`src/rtl/core/ded_pkg.sv`:
```
`default_nettype none

package ded_pkg;

    // accumulator and result geometry
    localparam int ACC_W       = 41;
    localparam int MAG_W       = 22;
    localparam int SQ_W        = 2 * MAG_W;
    localparam int DIST_W      = 21;
    localparam int OUT_TDATA_W = ((DIST_W + 7) / 8) * 8;

    // difference magnitude cap and accumulator ceiling
    localparam logic [MAG_W-1:0] MAG_CAP = MAG_W'(1) << (MAG_W - 1);
    localparam logic [ACC_W-1:0] ACC_MAX = '1;

    // digit-by-digit square root, two radicand bits per step
    localparam int SQRT_STEPS = DIST_W;
    localparam int RAD_W      = 2 * SQRT_STEPS;
    localparam int REM_W      = DIST_W + 4;
    localparam int STEP_W     = $clog2(SQRT_STEPS);

    // queue between front and back
    localparam int QUEUE_DEPTH = 2;
    localparam int QPTR_W      = $clog2(QUEUE_DEPTH);
    localparam int QCNT_W      = $clog2(QUEUE_DEPTH + 1);

    // one finished descriptor waiting for its square root
    typedef struct packed {
        logic [ACC_W-1:0] sum;
        logic             ovf;
    } job_t;

    // queue status seen by both sides
    typedef struct packed {
        logic full;
        logic empty;
    } q_stat_t;

    // square root sequencer
    typedef enum logic [1:0] {
        ST_IDLE,
        ST_RUN,
        ST_HOLD
    } sqrt_state_t;

endpackage

`default_nettype wire

```
`src/rtl/core/ded_front.sv`:
```
`default_nettype none

module ded_front
    import ded_pkg::*;
#(
    parameter int MAX_ELEMENTS = 512,
    parameter int ELEM_WIDTH   = 16
) (
    input  wire logic                  aclk,
    input  wire logic                  aresetn,
    input  wire logic                  in_valid,
    output logic                       in_ready,
    input  wire logic [ELEM_WIDTH-1:0] elem_a,
    input  wire logic [ELEM_WIDTH-1:0] elem_b,
    input  wire logic                  last_pair,
    input  wire q_stat_t               q_stat,
    output logic                       push,
    output job_t                       push_job
);

    localparam int MW    = ELEM_WIDTH + 1;
    localparam int XW    = (MW > MAG_W) ? MW : MAG_W;
    localparam int CNT_W = $clog2(MAX_ELEMENTS + 1);

    logic             p1_valid_reg, p2_valid_reg;
    logic             p1_last_reg, p2_last_reg;
    logic [MAG_W-1:0] p1_mag_reg;
    logic [SQ_W-1:0]  p2_sq_reg;
    logic [ACC_W-1:0] sum_reg;
    logic [CNT_W-1:0] cnt_reg;
    logic             ovf_reg;

    logic             advance;
    logic [MW-1:0]    diff_c, abs_c;
    logic [XW-1:0]    abs_x;
    logic [MAG_W-1:0] mag_c;
    logic [SQ_W-1:0]  sq_c;
    logic [SQ_W:0]    sum_wide;
    logic             sat, cnt_full;
    logic [ACC_W-1:0] sum_next;
    logic [CNT_W-1:0] cnt_next;
    logic             ovf_next;

    // whole pipe holds while a finished descriptor cannot enter the queue
    assign advance  = !(p2_valid_reg && p2_last_reg && q_stat.full);
    assign in_ready = advance;

    // sign-extended difference, magnitude, cap
    assign diff_c = {elem_a[ELEM_WIDTH-1], elem_a} - {elem_b[ELEM_WIDTH-1], elem_b};
    assign abs_c  = diff_c[MW-1] ? (~diff_c + MW'(1)) : diff_c;
    assign abs_x  = XW'(abs_c);
    assign mag_c  = (abs_x > XW'(MAG_CAP)) ? MAG_CAP : MAG_W'(abs_x);

    // square of the capped magnitude
    assign sq_c = p1_mag_reg * p1_mag_reg;

    // saturating accumulate and pair count
    always_comb begin
        sum_wide = (SQ_W + 1)'(sum_reg) + (SQ_W + 1)'(p2_sq_reg);
        sat      = sum_wide > (SQ_W + 1)'(ACC_MAX);
        sum_next = sat ? ACC_MAX : sum_wide[ACC_W-1:0];
        cnt_full = cnt_reg >= CNT_W'(MAX_ELEMENTS);
        cnt_next = cnt_full ? cnt_reg : cnt_reg + CNT_W'(1);
        ovf_next = ovf_reg | sat | cnt_full;
    end

    assign push         = advance && p2_valid_reg && p2_last_reg;
    assign push_job.sum = sum_next;
    assign push_job.ovf = ovf_next;

    // stage valids and accumulator state
    always_ff @(posedge aclk) begin
        if (!aresetn) begin
            p1_valid_reg <= 1'b0;
            p2_valid_reg <= 1'b0;
            sum_reg      <= '0;
            cnt_reg      <= '0;
            ovf_reg      <= 1'b0;
        end else if (advance) begin
            p1_valid_reg <= in_valid;
            p2_valid_reg <= p1_valid_reg;
            if (p2_valid_reg) begin
                if (p2_last_reg) begin
                    sum_reg <= '0;
                    cnt_reg <= '0;
                    ovf_reg <= 1'b0;
                end else begin
                    sum_reg <= sum_next;
                    cnt_reg <= cnt_next;
                    ovf_reg <= ovf_next;
                end
            end
        end
    end

    // stage payloads
    always_ff @(posedge aclk) begin
        if (advance) begin
            p1_mag_reg  <= mag_c;
            p1_last_reg <= last_pair;
            p2_sq_reg   <= sq_c;
            p2_last_reg <= p1_last_reg;
        end
    end

    a_cnt_bound: assert property (@(posedge aclk) disable iff (!aresetn)
        cnt_reg <= CNT_W'(MAX_ELEMENTS))
        else $error("pair count passed its limit");

    a_push_room: assert property (@(posedge aclk) disable iff (!aresetn)
        push |-> !q_stat.full)
        else $error("push into a full queue");

endmodule

`default_nettype wire

```
`src/rtl/core/ded_queue.sv`:
```
`default_nettype none

module ded_queue
    import ded_pkg::*;
(
    input  wire logic aclk,
    input  wire logic aresetn,
    input  wire logic push,
    input  wire job_t push_job,
    input  wire logic pop,
    output job_t      pop_job,
    output q_stat_t   q_stat
);

    job_t              entry_reg [QUEUE_DEPTH];
    logic [QPTR_W-1:0] wr_ptr_reg, rd_ptr_reg;
    logic [QCNT_W-1:0] cnt_reg;
    logic              do_push, do_pop;

    assign q_stat.full  = cnt_reg == QCNT_W'(QUEUE_DEPTH);
    assign q_stat.empty = cnt_reg == '0;
    assign do_push      = push && !q_stat.full;
    assign do_pop       = pop && !q_stat.empty;
    assign pop_job      = entry_reg[rd_ptr_reg];

    // pointers and fill count
    always_ff @(posedge aclk) begin
        if (!aresetn) begin
            wr_ptr_reg <= '0;
            rd_ptr_reg <= '0;
            cnt_reg    <= '0;
        end else begin
            if (do_push) begin
                wr_ptr_reg <= wr_ptr_reg + QPTR_W'(1);
            end
            if (do_pop) begin
                rd_ptr_reg <= rd_ptr_reg + QPTR_W'(1);
            end
            if (do_push && !do_pop) begin
                cnt_reg <= cnt_reg + QCNT_W'(1);
            end else if (do_pop && !do_push) begin
                cnt_reg <= cnt_reg - QCNT_W'(1);
            end
        end
    end

    // entry storage
    always_ff @(posedge aclk) begin
        if (do_push) begin
            entry_reg[wr_ptr_reg] <= push_job;
        end
    end

    a_cnt_bound: assert property (@(posedge aclk) disable iff (!aresetn)
        cnt_reg <= QCNT_W'(QUEUE_DEPTH))
        else $error("queue count out of range");

endmodule

`default_nettype wire

```
`src/rtl/core/ded_sqrt.sv`:
```
`default_nettype none

module ded_sqrt
    import ded_pkg::*;
(
    input  wire logic                    aclk,
    input  wire logic                    aresetn,
    input  wire q_stat_t                 q_stat,
    input  wire job_t                    pop_job,
    output logic                         pop,
    output logic                         out_valid,
    input  wire logic                    out_ready,
    output logic [DIST_W-1:0]            out_dist,
    output logic                         out_ovf
);

    sqrt_state_t       state_reg, state_next;
    logic [STEP_W-1:0] step_reg;
    logic [RAD_W-1:0]  rad_reg;
    logic [REM_W-1:0]  rem_reg;
    logic [DIST_W-1:0] root_reg;
    logic              job_ovf_reg;
    logic              out_valid_reg;
    logic [DIST_W-1:0] dist_reg;
    logic              ovf_reg;

    logic              load_out;
    logic              last_step;
    logic [REM_W-1:0]  rem_shift, trial;
    logic              ge;

    assign last_step = step_reg == STEP_W'(SQRT_STEPS - 1);

    // next state
    always_comb begin
        state_next = state_reg;
        unique case (state_reg)
            ST_IDLE: begin
                if (!q_stat.empty) begin
                    state_next = ST_RUN;
                end
            end
            ST_RUN: begin
                if (last_step) begin
                    state_next = ST_HOLD;
                end
            end
            ST_HOLD: begin
                if (!out_valid_reg || out_ready) begin
                    state_next = ST_IDLE;
                end
            end
            default: state_next = ST_IDLE;
        endcase
    end

    // sequencer outputs
    always_comb begin
        pop      = 1'b0;
        load_out = 1'b0;
        unique case (state_reg)
            ST_IDLE: pop      = !q_stat.empty;
            ST_RUN:  pop      = 1'b0;
            ST_HOLD: load_out = !out_valid_reg || out_ready;
            default: pop      = 1'b0;
        endcase
    end

    // one root bit per step
    assign rem_shift = {rem_reg[REM_W-3:0], rad_reg[RAD_W-1 -: 2]};
    assign trial     = REM_W'({root_reg, 2'b01});
    assign ge        = rem_shift >= trial;

    // control registers
    always_ff @(posedge aclk) begin
        if (!aresetn) begin
            state_reg     <= ST_IDLE;
            out_valid_reg <= 1'b0;
        end else begin
            state_reg <= state_next;
            if (load_out) begin
                out_valid_reg <= 1'b1;
            end else if (out_ready) begin
                out_valid_reg <= 1'b0;
            end
        end
    end

    // datapath registers
    always_ff @(posedge aclk) begin
        if (pop) begin
            rad_reg     <= RAD_W'(pop_job.sum);
            rem_reg     <= '0;
            root_reg    <= '0;
            step_reg    <= '0;
            job_ovf_reg <= pop_job.ovf;
        end else if (state_reg == ST_RUN) begin
            rad_reg  <= {rad_reg[RAD_W-3:0], 2'b00};
            rem_reg  <= ge ? rem_shift - trial : rem_shift;
            root_reg <= {root_reg[DIST_W-2:0], ge};
            step_reg <= step_reg + STEP_W'(1);
        end
        if (load_out) begin
            dist_reg <= root_reg;
            ovf_reg  <= job_ovf_reg;
        end
    end

    assign out_valid = out_valid_reg;
    assign out_dist  = dist_reg;
    assign out_ovf   = ovf_reg;

    a_step_bound: assert property (@(posedge aclk) disable iff (!aresetn)
        state_reg == ST_RUN |-> step_reg < STEP_W'(SQRT_STEPS))
        else $error("square root ran past its last step");

    a_load_after_run: assert property (@(posedge aclk) disable iff (!aresetn)
        $rose(state_reg == ST_HOLD) |-> $past(state_reg == ST_RUN) && $past(last_step))
        else $error("result stage entered without a finished root");

endmodule

`default_nettype wire

```
`src/rtl/core/descriptor_euclidean_distance_core.sv`:
```
`default_nettype none

// channel   dir  tdata (low bit up)                 tuser     tlast
// s_axis    in   elem_a, elem_b (signed, ELEM_WIDTH) -         last_pair
// m_axis    out  distance[20:0], zero pad to 24      overflow  -
//
// one element pair is accepted every cycle while the queue has room
// a result leaves through p1, p2, the queue, the root steps and the result register;
// the square root unit works on one descriptor at a time, so short ones wait on it
// synchronous active-low reset clears pipe valids, accumulator, queue, sequencer
// a stall on m_axis backs up the queue and then s_axis_tready drops

module descriptor_euclidean_distance_core
    import ded_pkg::*;
#(
    parameter int MAX_ELEMENTS = 512,
    parameter int ELEM_WIDTH   = 16
) (
    input  wire logic                   aclk,
    input  wire logic                   aresetn,
    input  wire logic                   s_axis_tvalid,
    output logic                        s_axis_tready,
    // elem_a, elem_b
    input  wire logic [((2*ELEM_WIDTH+7)/8)*8-1:0] s_axis_tdata,
    input  wire logic                   s_axis_tlast,
    output logic                        m_axis_tvalid,
    input  wire logic                   m_axis_tready,
    // distance
    output logic [OUT_TDATA_W-1:0]      m_axis_tdata,
    // overflow
    output logic                        m_axis_tuser
);

    q_stat_t           q_stat;
    logic              push, pop;
    job_t              push_job, pop_job;
    logic [DIST_W-1:0] distance;

    // accumulate front
    ded_front #(
        .MAX_ELEMENTS(MAX_ELEMENTS),
        .ELEM_WIDTH  (ELEM_WIDTH)
    ) u_front (
        .aclk     (aclk),
        .aresetn  (aresetn),
        .in_valid (s_axis_tvalid),
        .in_ready (s_axis_tready),
        .elem_a   (s_axis_tdata[ELEM_WIDTH-1:0]),
        .elem_b   (s_axis_tdata[2*ELEM_WIDTH-1:ELEM_WIDTH]),
        .last_pair(s_axis_tlast),
        .q_stat   (q_stat),
        .push     (push),
        .push_job (push_job)
    );

    // finished sums awaiting the root
    ded_queue u_queue (
        .aclk    (aclk),
        .aresetn (aresetn),
        .push    (push),
        .push_job(push_job),
        .pop     (pop),
        .pop_job (pop_job),
        .q_stat  (q_stat)
    );

    // square root back end and result register
    ded_sqrt u_sqrt (
        .aclk     (aclk),
        .aresetn  (aresetn),
        .q_stat   (q_stat),
        .pop_job  (pop_job),
        .pop      (pop),
        .out_valid(m_axis_tvalid),
        .out_ready(m_axis_tready),
        .out_dist (distance),
        .out_ovf  (m_axis_tuser)
    );

    assign m_axis_tdata = OUT_TDATA_W'(distance);

endmodule

`default_nettype wire
```
`config.mk`:
```
export PLATFORM = sky130hd
export DESIGN_NAME = descriptor_euclidean_distance_core
export DESIGN_NICKNAME = d
export VERILOG_FILES = /design/src/rtl/core/ded_pkg.sv /design/src/rtl/core/ded_front.sv /design/src/rtl/core/ded_queue.sv /design/src/rtl/core/ded_sqrt.sv /design/src/rtl/core/descriptor_euclidean_distance_core.sv
export SDC_FILE = /design/constraint.sdc
export NUM_CORES = 1
export LEC_CHECK = 0
export BUFFER_PORTS_ARGS = -buffer_cell sky130_fd_sc_hd__buf_2
export CAP_MARGIN = 20
export CORE_MARGIN = 2
export CORE_UTILIZATION = 60
export CTS_BUF_LIST = sky130_fd_sc_hd__clkbuf_16
export DETAILED_ROUTE_END_ITERATION = 10
export PLACE_DENSITY = 0.79
export SETUP_SLACK_MARGIN = 0.2
export SYNTH_ARGS = -nofsm -noshare
export SYNTH_HDL_FRONTEND = slang
export SYNTH_HIERARCHICAL = 1
export SYNTH_SLANG_ARGS = --single-unit
export TNS_END_PERCENT = 10
```
`constraint.sdc`:
```
create_clock -name aclk -period 18.61 [get_ports aclk]
set_input_delay 0.9305 -clock aclk [delete_from_list [all_inputs] [get_ports aclk]]
set_output_delay 0.9305 -clock aclk [all_outputs]
set_load 0.01 [all_outputs]
```
Word level (Yosys, flattened, before mapping)
Memory sizes are Yosys's and may differ from the RTL's. A register that Yosys moved wholly into a read port is not among the register bits.
Cells that the tools add are included.
- flip-flop bits (word level): 243
- memory bits (writable): 84
- input port bits: 37
- output and inout bits: 27
- logic and storage cells: 98
- memories kept: 1
- memory list (name ; depth ; width ; rd ports ; clocked after memory_dff ; wr ports ; line ; RTL):
    u_queue.entry_reg ; 2 ; 42 ; 1 ; 1 ; 1 ; ded_queue.sv:15 ; job_t entry_reg [QUEUE_DEPTH];
- $add $sub $neg: 10
- multipliers: 1
- order comparisons: 4
- equal/unequal tests: 8
- muxes and demuxes: 24
- bitwise operators: 4
- reduce and logical (&&, ||, !) cells: 23
- operator list (operator ; count):
    two-way mux 41 bit ; 4
    adder 41 x 44 -> 45 bit ; 1
    greater-than comparator 45 x 41 -> 1 bit, second input constant ; 1
    multiplier 22 x 22 -> 44 bit ; 1
    >= comparator 25 x 23 -> 1 bit ; 1
    two-way mux 23 bit ; 1
    subtractor 23 bit ; 1
    greater-than comparator 17 x 22 -> 1 bit, second input constant ; 1
    two-way mux 22 bit ; 1
    two-way mux 10 bit ; 2
    adder 17 x 1 -> 17 bit, second input constant ; 1
    two-way mux 17 bit ; 1
    NOT 17 bit ; 1
    subtractor 16 x 16 -> 17 bit ; 1
    adder 10 x 1 -> 10 bit, second input constant ; 1
    >= comparator 10 bit, second input constant ; 1
    two-way mux 2 bit ; 5
    two-way mux 1 bit ; 9
    logical AND 1 bit ; 8
    zero test 1 bit ; 6
    inequality test 2 x 1 -> 1 bit, second input constant ; 3
    case mux 2 bit (3 select lines) ; 1
    AND reduction 3 bit ; 2
    nonzero test 2 bit ; 3
    13 further kinds ; 17

Logic depth before layout (Yosys ltp)
Gate-level depths: netlist (run 1).
- depth in word-level cells: 10
- mapped depth: 27
- depth with buffers taken out: 26

Cells and area by module
The synthesis (run 1) kept the hierarchy.
- modules (own cells, without submodules) (module ; instances ; cells each ; area each (µm²) ; seq. area each (µm²)):
    ded_front ; 1 ; 1761 ; 15925.3 ; 2702.6
    ded_sqrt ; 1 ; 509 ; 5647.9 ; 2982.9
    ded_queue ; 1 ; 156 ; 3254.4 ; 2622.5
    descriptor_euclidean_distance_core ; 1 ; 4 ; 26.3 ; 0.0

Worst setup path after synthesis (run 1)
OpenSTA, ideal clock, no wires.
- path type: reg2reg
- from: register u_front.p1_mag_reg[1]
- to: register u_front.p2_sq_reg[34] (data pin)
- library setup time: 0.266 ns
- data arrival time: 6.689 ns
- data required time: 18.344 ns
- setup slack: 11.656 ns
- stages on the path, launching flop included: 26
- path buffers: 2
- period minus slack after synthesis: 6.954 ns
- cell sequence: edfxtp_1 > clkbuf_1 > clkbuf_1 > nand2_1 > fa_1 > inv_1 > fa_1 > inv_1 > fa_1 > inv_1 > fa_1 > fa_1 > fa_1 > inv_1 > fa_1 > inv_1 > ha_1 > and3_1 > nor2b_1 > nand2_1 > o211ai_1 > and3_1 > o41ai_1 > o21ai_1 > o41ai_1 > xnor2_1
- longest elaborated chain between the ends: 1
- ends and longest elaborated chain (element ; line ; RTL):
    start: declaration ; ded_front.sv:27 ; logic [MAG_W-1:0] p1_mag_reg;
    start signal: assignment ; ded_front.sv:99 ; p1_mag_reg <= mag_c;
    multiplier 22 x 22 -> 44 bit ; ded_front.sv:55 ; assign sq_c = p1_mag_reg * p1_mag_reg;
    via u_front.sq_c[34] ; ded_front.sv:37 ; logic [SQ_W-1:0] sq_c;
    end signal: assignment ; ded_front.sv:101 ; p2_sq_reg <= sq_c;
    end: declaration ; ded_front.sv:28 ; logic [SQ_W-1:0] p2_sq_reg;
The timed path passes the listed nets, and every way through them passes these cells.
A chain may end at the register's enable or synchronous reset.

Final worst setup path (run 1)
- from: register u_front.p1_mag_reg[4]
- to: register u_front.p2_sq_reg[34] (data pin)
The elaborated chain is that of the path after synthesis.

==> results of run 1 <==
cells in the mapped netlist, types with 5 or more instances:
cell type	number	area [um^2]
nand2b_1	36	225
ha_1	226	2830
nor2_1	78	293
o21a_1	16	120
o21ai_0	61	305
a211oi_1	7	52.6
xor2_1	48	420
a21oi_1	97	485
nor3_1	18	90.1
o211ai_1	12	90.1
a22o_1	33	289
nor2b_1	26	163
nand3_1	34	170
xnor2_1	68	596
mux2i_1	23	230
and3_1	20	125
or3_1	9	56.3
dfxtp_1	112	2240
nand2_1	194	728
or2_1	8	50.1
buf_2	7	35.0
buf_4	5	37.5
o21ai_1	26	130
o22ai_1	26	163
and2_1	93	582
o21bai_1	19	143
clkbuf_1	64	240
mux2_2	83	935
a31oi_1	19	119
fa_1	194	3880
inv_1	384	1440
edfxtp_1	202	6070
a21o_1	53	398
nand4_1	22	138
o31ai_1	8	60.1
per-stage QoR:
stage / worst slack [ps] / cell area, um^2 / hold slack [ps]
6_report: 10920 / 26700 / 425
5_1_grt: 10610 / 26700 / 435
4_1_cts: 10950 / 26700 / 430
3_5_place_dp: 10970 / 25600 / 417
3_3_place_gp: 11120 / 25600 / 403
2_1_floorplan: 11660 / 24900 / 400
worst register-to-register path: stages, from the launching register on:
cell and delay (ps):
edfxtp_1 750, and2_1 280, inv_1 60, fa_1 480
inv_1 50, fa_1 500, inv_1 60, fa_1 530
inv_1 50, fa_1 520, fa_1 440, fa_1 550
inv_1 60, fa_1 530, inv_1 40, ha_1 340
and3_1 210, nor2b_1 140, nand2_1 70, o211ai_1 210
and3_1 290, o41ai_1 630, o21ai_1 200, o41ai_1 360
xnor2_1 100
cells by family after synthesis:
group,Yosys count,share of synthesized area
flip-flops,314,0.334
other,1,0.000151
multiplexers,106,0.0469
XOR/XNOR,116,0.0409
buffers and inverters,466,0.0728
adder cells (fa/ha/maj),420,0.270
AND/OR/NAND/NOR,567,0.115
AO/OA/AOI/OAI,440,0.120
worst min-delay path by stage:
| stage | start | to | slack [ps] | cells after the start |
|---|---|---|---|---|
| 6_report | u_front/p1_last_reg | u_front/p2_last_reg | 430 | 0 |
| 5_1_grt | u_front/p1_last_reg | u_front/p2_last_reg | 430 | 0 |
| 4_1_cts | u_front/p1_last_reg | u_front/p2_last_reg | 430 | 0 |
| 3_5_place_dp | u_front/p1_last_reg | u_front/p2_last_reg | 420 | 0 |
| 3_3_place_gp | u_front/p1_last_reg | u_front/p2_last_reg | 400 | 0 |
| 2_1_floorplan | u_front/p1_last_reg | u_front/p2_last_reg | 400 | 0 |
area by class of cell:
cell class,count,area (um^2)
Fill cell,3047,14100
Inverter,385,1450
Multi-Input combinational cell,1652,14800
Clock inverter,28,223
Timing Repair Buffer,71,415
Clock buffer,36,901
Tap cell,532,666
Sequential cell,314,8310
routing by layer:
layer	vias up	track usage
met5	-	0
met4	0	0.0719
met3	77	0.0277
met2	373	0.409
met1	8278	0.290
li1	8303	-
==> flow_metrics.tcl, run 1 <==
set metrics [dict create \
    crit_type "reg -> reg" \
    ant_nets 0 \
    layout_common_cells "392 x inv_1, 226 x ha_1, 202 x edfxtp_1" \
    ys_ff_latch 314 \
    drcViolationCount 0 \
    avgSynthCellArea_um2 10.2 \
    crit_top_cell "fa_1" \
    setup_viol 0 \
    wl_per_cell_um 16.2 \
    cts_buffer_depth 3 \
    synth.distinct_cells 90 \
    syn_area_um2 24900 \
    io_pins 64 \
    top_layer "met4" \
    r2r_start "u_front/p1_mag_reg[4]" \
    drive_above_1_share 0.0990 \
    dieArea_um2 43100 \
    hpwl_um 37000 \
    tritoncts "built" \
    required_ps 18900 \
    largest_reg_flops 84 \
    synthArstFlopShare 0 \
    synth_ff_type "edfxtp_1" \
    io_buffers 60 \
    fmax_mhz 130 \
    max-slew-margin-rel 0.289 \
    clock-sinks 314 \
    grt_setup_unrepaired "false" \
    final_util 0.655 \
    fin_skew_ps 25.4 \
    htree_levels 2 \
    cts_root_buf "clkbuf_16" \
    critical-path-top-delay-family "adder cells" \
    layout_commonest_cell "inv_1" \
    dr_wl_met3_um 1930 \
    drv_cap 0 \
    hold_viol 0 \
    wl_met1_um 21200 \
    diodes 0 \
    crit_path_end_kind "flop" \
    path_cells "and2_1 -> inv_1 -> fa_1 -> inv_1 -> fa_1 -> inv_1 -> fa_1 -> inv_1 -> fa_1 -> fa_1 -> fa_1 -> inv_1 -> fa_1 -> inv_1 -> ha_1 -> and3_1 -> nor2b_1 -> nand2_1 -> o211ai_1 -> and3_1 -> o41ai_1 -> o21ai_1 -> o41ai_1 -> xnor2_1" \
    chipHeight_um 208 \
    startpoint "u_front/p1_mag_reg[4]" \
    critPathSlowestCell "edfxtp_1" \
    routed_wl_um 48700 \
    vias 17000 \
    drt_iter0_drc 994 \
    place.gp.congestion 0.891 \
    post-route-min-period_ps 7690 \
    vias_per_cell 5.64 \
    fin_crit_sh 0.413 \
    layout.nets 2916 \
    grt_overflow 0 \
    first_global_vias 17700 \
    wl_met2_um 24600 \
    synth_edf_count 202 \
    path_buf_inv 6 \
    antenna_found_initial 0 \
    die_w_um 208 \
    hp-class "reg -> reg" \
    r2r_cells 24 \
    slew_viol_final 0 \
    initial_core_util 0.609 \
    rr_endpoint "u_front/p2_sq_reg[34]" \
    numCtsBuffers 35 \
    cpPeakStageDelay_ps 750 \
    critical_path_arrival_ps 7990 \
    tns_ps 0 \
    grt_max_degree 64 \
    synth_cells 2430 \
    ctsHoldBuffers 0 \
    rows 74 \
    worst_pin_slew_ps 1070 \
    grt_pass1_wl_um 82800 \
    clk_pin_slew_worst_paths_ps 60 \
    cp_max_fo 18 \
    core_area_um2 40800 \
    dp.cells 2952 \
    cts_resized 0 \
    ys_seq_area_frac 0.334 \
    cts_setup_buffers 0 \
    fin_cells 3018 \
    start_kind "flop" \
    areaGrowthSynthToFinish_pct 7.54 \
    first_pass_iters 5 \
    clk_latency_ps 550 \
    critPathCapture "u_front/p2_sq_reg[34]" \
    ff2ff_setup_slack_ps 10920 \
    grt_use_total 0.229 \
    cp.depth 24 \
    yosys_warnings 6 \
    status "complete, no violations" \
]
Power of run 1 is left out: the tool's default activity adds up to more than one toggle a clock period on the data nets, which glitch-free logic cannot reach.
==> run 2, diff against run 1 <==
CORE_UTILIZATION = 58   (was 60)
PLACE_DENSITY = 0.8   (was 0.79)
clock period = 6.5 ns   (was 18.61 ns; I/O delays follow)
==> run 2 against run 1 <==
  * The run now ends with setup timing left
  * Via count grew 2.0%
  * Final cell count grew 3.7%
  * Register-to-register slack lost 11000 ps
  * Cell area grew 4.4%
  * Worst hold slack lost 380 ps
  * First-iteration DRC count shrank 15%
  * Critical path depth grew 1
  * Wire length grew 0.21%
  * Sequential cell count is the same
  * Critical endpoint unchanged
==> flow_metrics.tcl, run 2 (synthesis results as in run 1) <==
set metrics [dict create \
    worst_pin_slew_ps 1080 \
    hp-class "in -> reg" \
    drive_above_1_share 0.166 \
    routed_wl_um 48800 \
    first_pass_iters 7 \
    required_ps 6790 \
    antenna_found_initial 0 \
    core_area_um2 42100 \
    drv_cap 0 \
    rows 75 \
    max-slew-margin-rel 0.281 \
    slew_viol_final 0 \
    wl_met2_um 24900 \
    final_area_um2 27900 \
    setup_slack_ps -44.4 \
    grt_setup_unrepaired "true" \
    wl_per_cell_um 15.6 \
    cts_root_buf "clkbuf_16" \
    hpwl_um 36400 \
    io_pins 64 \
    dr_wl_met3_um 1600 \
    final_util 0.662 \
    diodes 0 \
    wl_met1_um 20700 \
    cts_buffer_depth 3 \
    post-route-min-period_ps 6540 \
    grt_use_total 0.228 \
    cp_max_fo 10 \
    place.gp.congestion 0.866 \
    grt_pass1_wl_um 83800 \
    critical_path_arrival_ps 6830 \
    critical-path-top-delay-family "adder cells" \
    areaGrowthSynthToFinish_pct 12.2 \
    ant_nets 0 \
    placed_area_um2 26400 \
    chipHeight_um 211 \
    path_buf_inv 7 \
    fin_skew_ps 29.6 \
    vias_per_cell 5.55 \
    status "complete, but fails checks" \
    largest_reg_flops 84 \
    numCtsBuffers 34 \
    htree_levels 2 \
    crit_type "reg -> reg" \
    hold_viol 0 \
    grt_max_degree 70 \
    vias 17400 \
    layout.nets 3022 \
    clk_pin_slew_worst_paths_ps 60 \
    top_layer "met4" \
    fmax_mhz 153 \
    nFillCells 3073 \
    initial_core_util 0.590 \
    fin_cells 3129 \
    layout_commonest_cell "inv_1" \
    tns_ps -122 \
    dieArea_um2 44500 \
    violations "setup timing" \
    tritoncts "built" \
    fin_crit_sh 1.01 \
    crit_top_cell "fa_1" \
    setup_viol 4 \
    first_global_vias 18300 \
    layout_common_cells "376 x inv_1, 215 x ha_1, 202 x edfxtp_1" \
    io_buffers 60 \
    drcViolationCount 0 \
    cpPeakStageDelay_ps 550 \
    drt_iter0_drc 845 \
    start_kind "flop" \
    crit_path_end_kind "flop" \
    critPathSlowestCell "fa_1" \
    dp.cells 3036 \
    die_w_um 211 \
    grt_overflow 0 \
    clk_latency_ps 570 \
    clock-sinks 314 \
]
-- run 2: final cells by class --
cell class | instances | area [um^2] | area share
tap | 539 | 674 | 0.0242
timing repair buffer | 178 | 1290 | 0.0462
sequential | 314 | 8310 | 0.298
clock inverter | 27 | 208 | 0.00745
clock buffer | 34 | 851 | 0.0305
multi-input combinational | 1652 | 15100 | 0.542
inverter | 385 | 1450 | 0.0518
-- run 2: metal layers --
| layer | track usage | vias to the layer above |
|---|---|---|
| li1 | - | 8517 |
| met1 | 0.279 | 8400 |
| met2 | 0.411 | 330 |
| met3 | 0.0253 | 119 |
| met4 | 0.0913 | 0 |
| met5 | 0 | - |
-- run 2: repair_timing --
item                       CTS  global route
hold buffers                 1             0
hold endpoints to repair     1             0
resized for setup           41            22
setup endpoints to repair   14            17
pin swaps                   51            20
buffers inserted            23             6
-- run 2: worst reg2reg max path: stages, from the launching register on --
cell and delay (ps):
edfxtp_1 500, buf_4 190, buf_4 160, and2_1 190, fa_1 430, inv_1 80
fa_1 420, fa_1 500, inv_1 50, ha_1 280, ha_1 330, fa_1 550
inv_1 60, fa_1 530, inv_1 70, ha_4 250, a21oi_2 180, nand2_1 90
o21ai_2 190, o211ai_1 120, buf_4 160, and3_4 180, o41ai_4 260, o21ai_2 120
o41ai_2 310, xnor2_1 90
-- run 2: metrics by stage --
step / setup WS [ps] / hold slack, ps
3_5_place_dp: -263 / 406
2_1_floorplan: 175 / 400
5_1_grt: -288 / 69.5
4_1_cts: -43.2 / 13.1
6_report: -44.4 / 41.6
3_3_place_gp: -54.4 / 401
-- run 2: worst paths after layout --
| kind | from | to | slack [ps] | cells after the start |
|---|---|---|---|---|
| worst max-delay path | u_front/p1_mag_reg[1] | u_front/p2_sq_reg[34] | -40 | 25 |
| worst min-delay path | s_axis_tvalid | u_front/p1_valid_reg | 40 | 3 |
| worst max register to register | u_front/p1_mag_reg[1] | u_front/p2_sq_reg[34] | -40 | 25 |
| worst min register to register | u_front/p1_last_reg | u_front/p2_last_reg | 420 | 0 |
Power of run 2 is left out for the same reason.
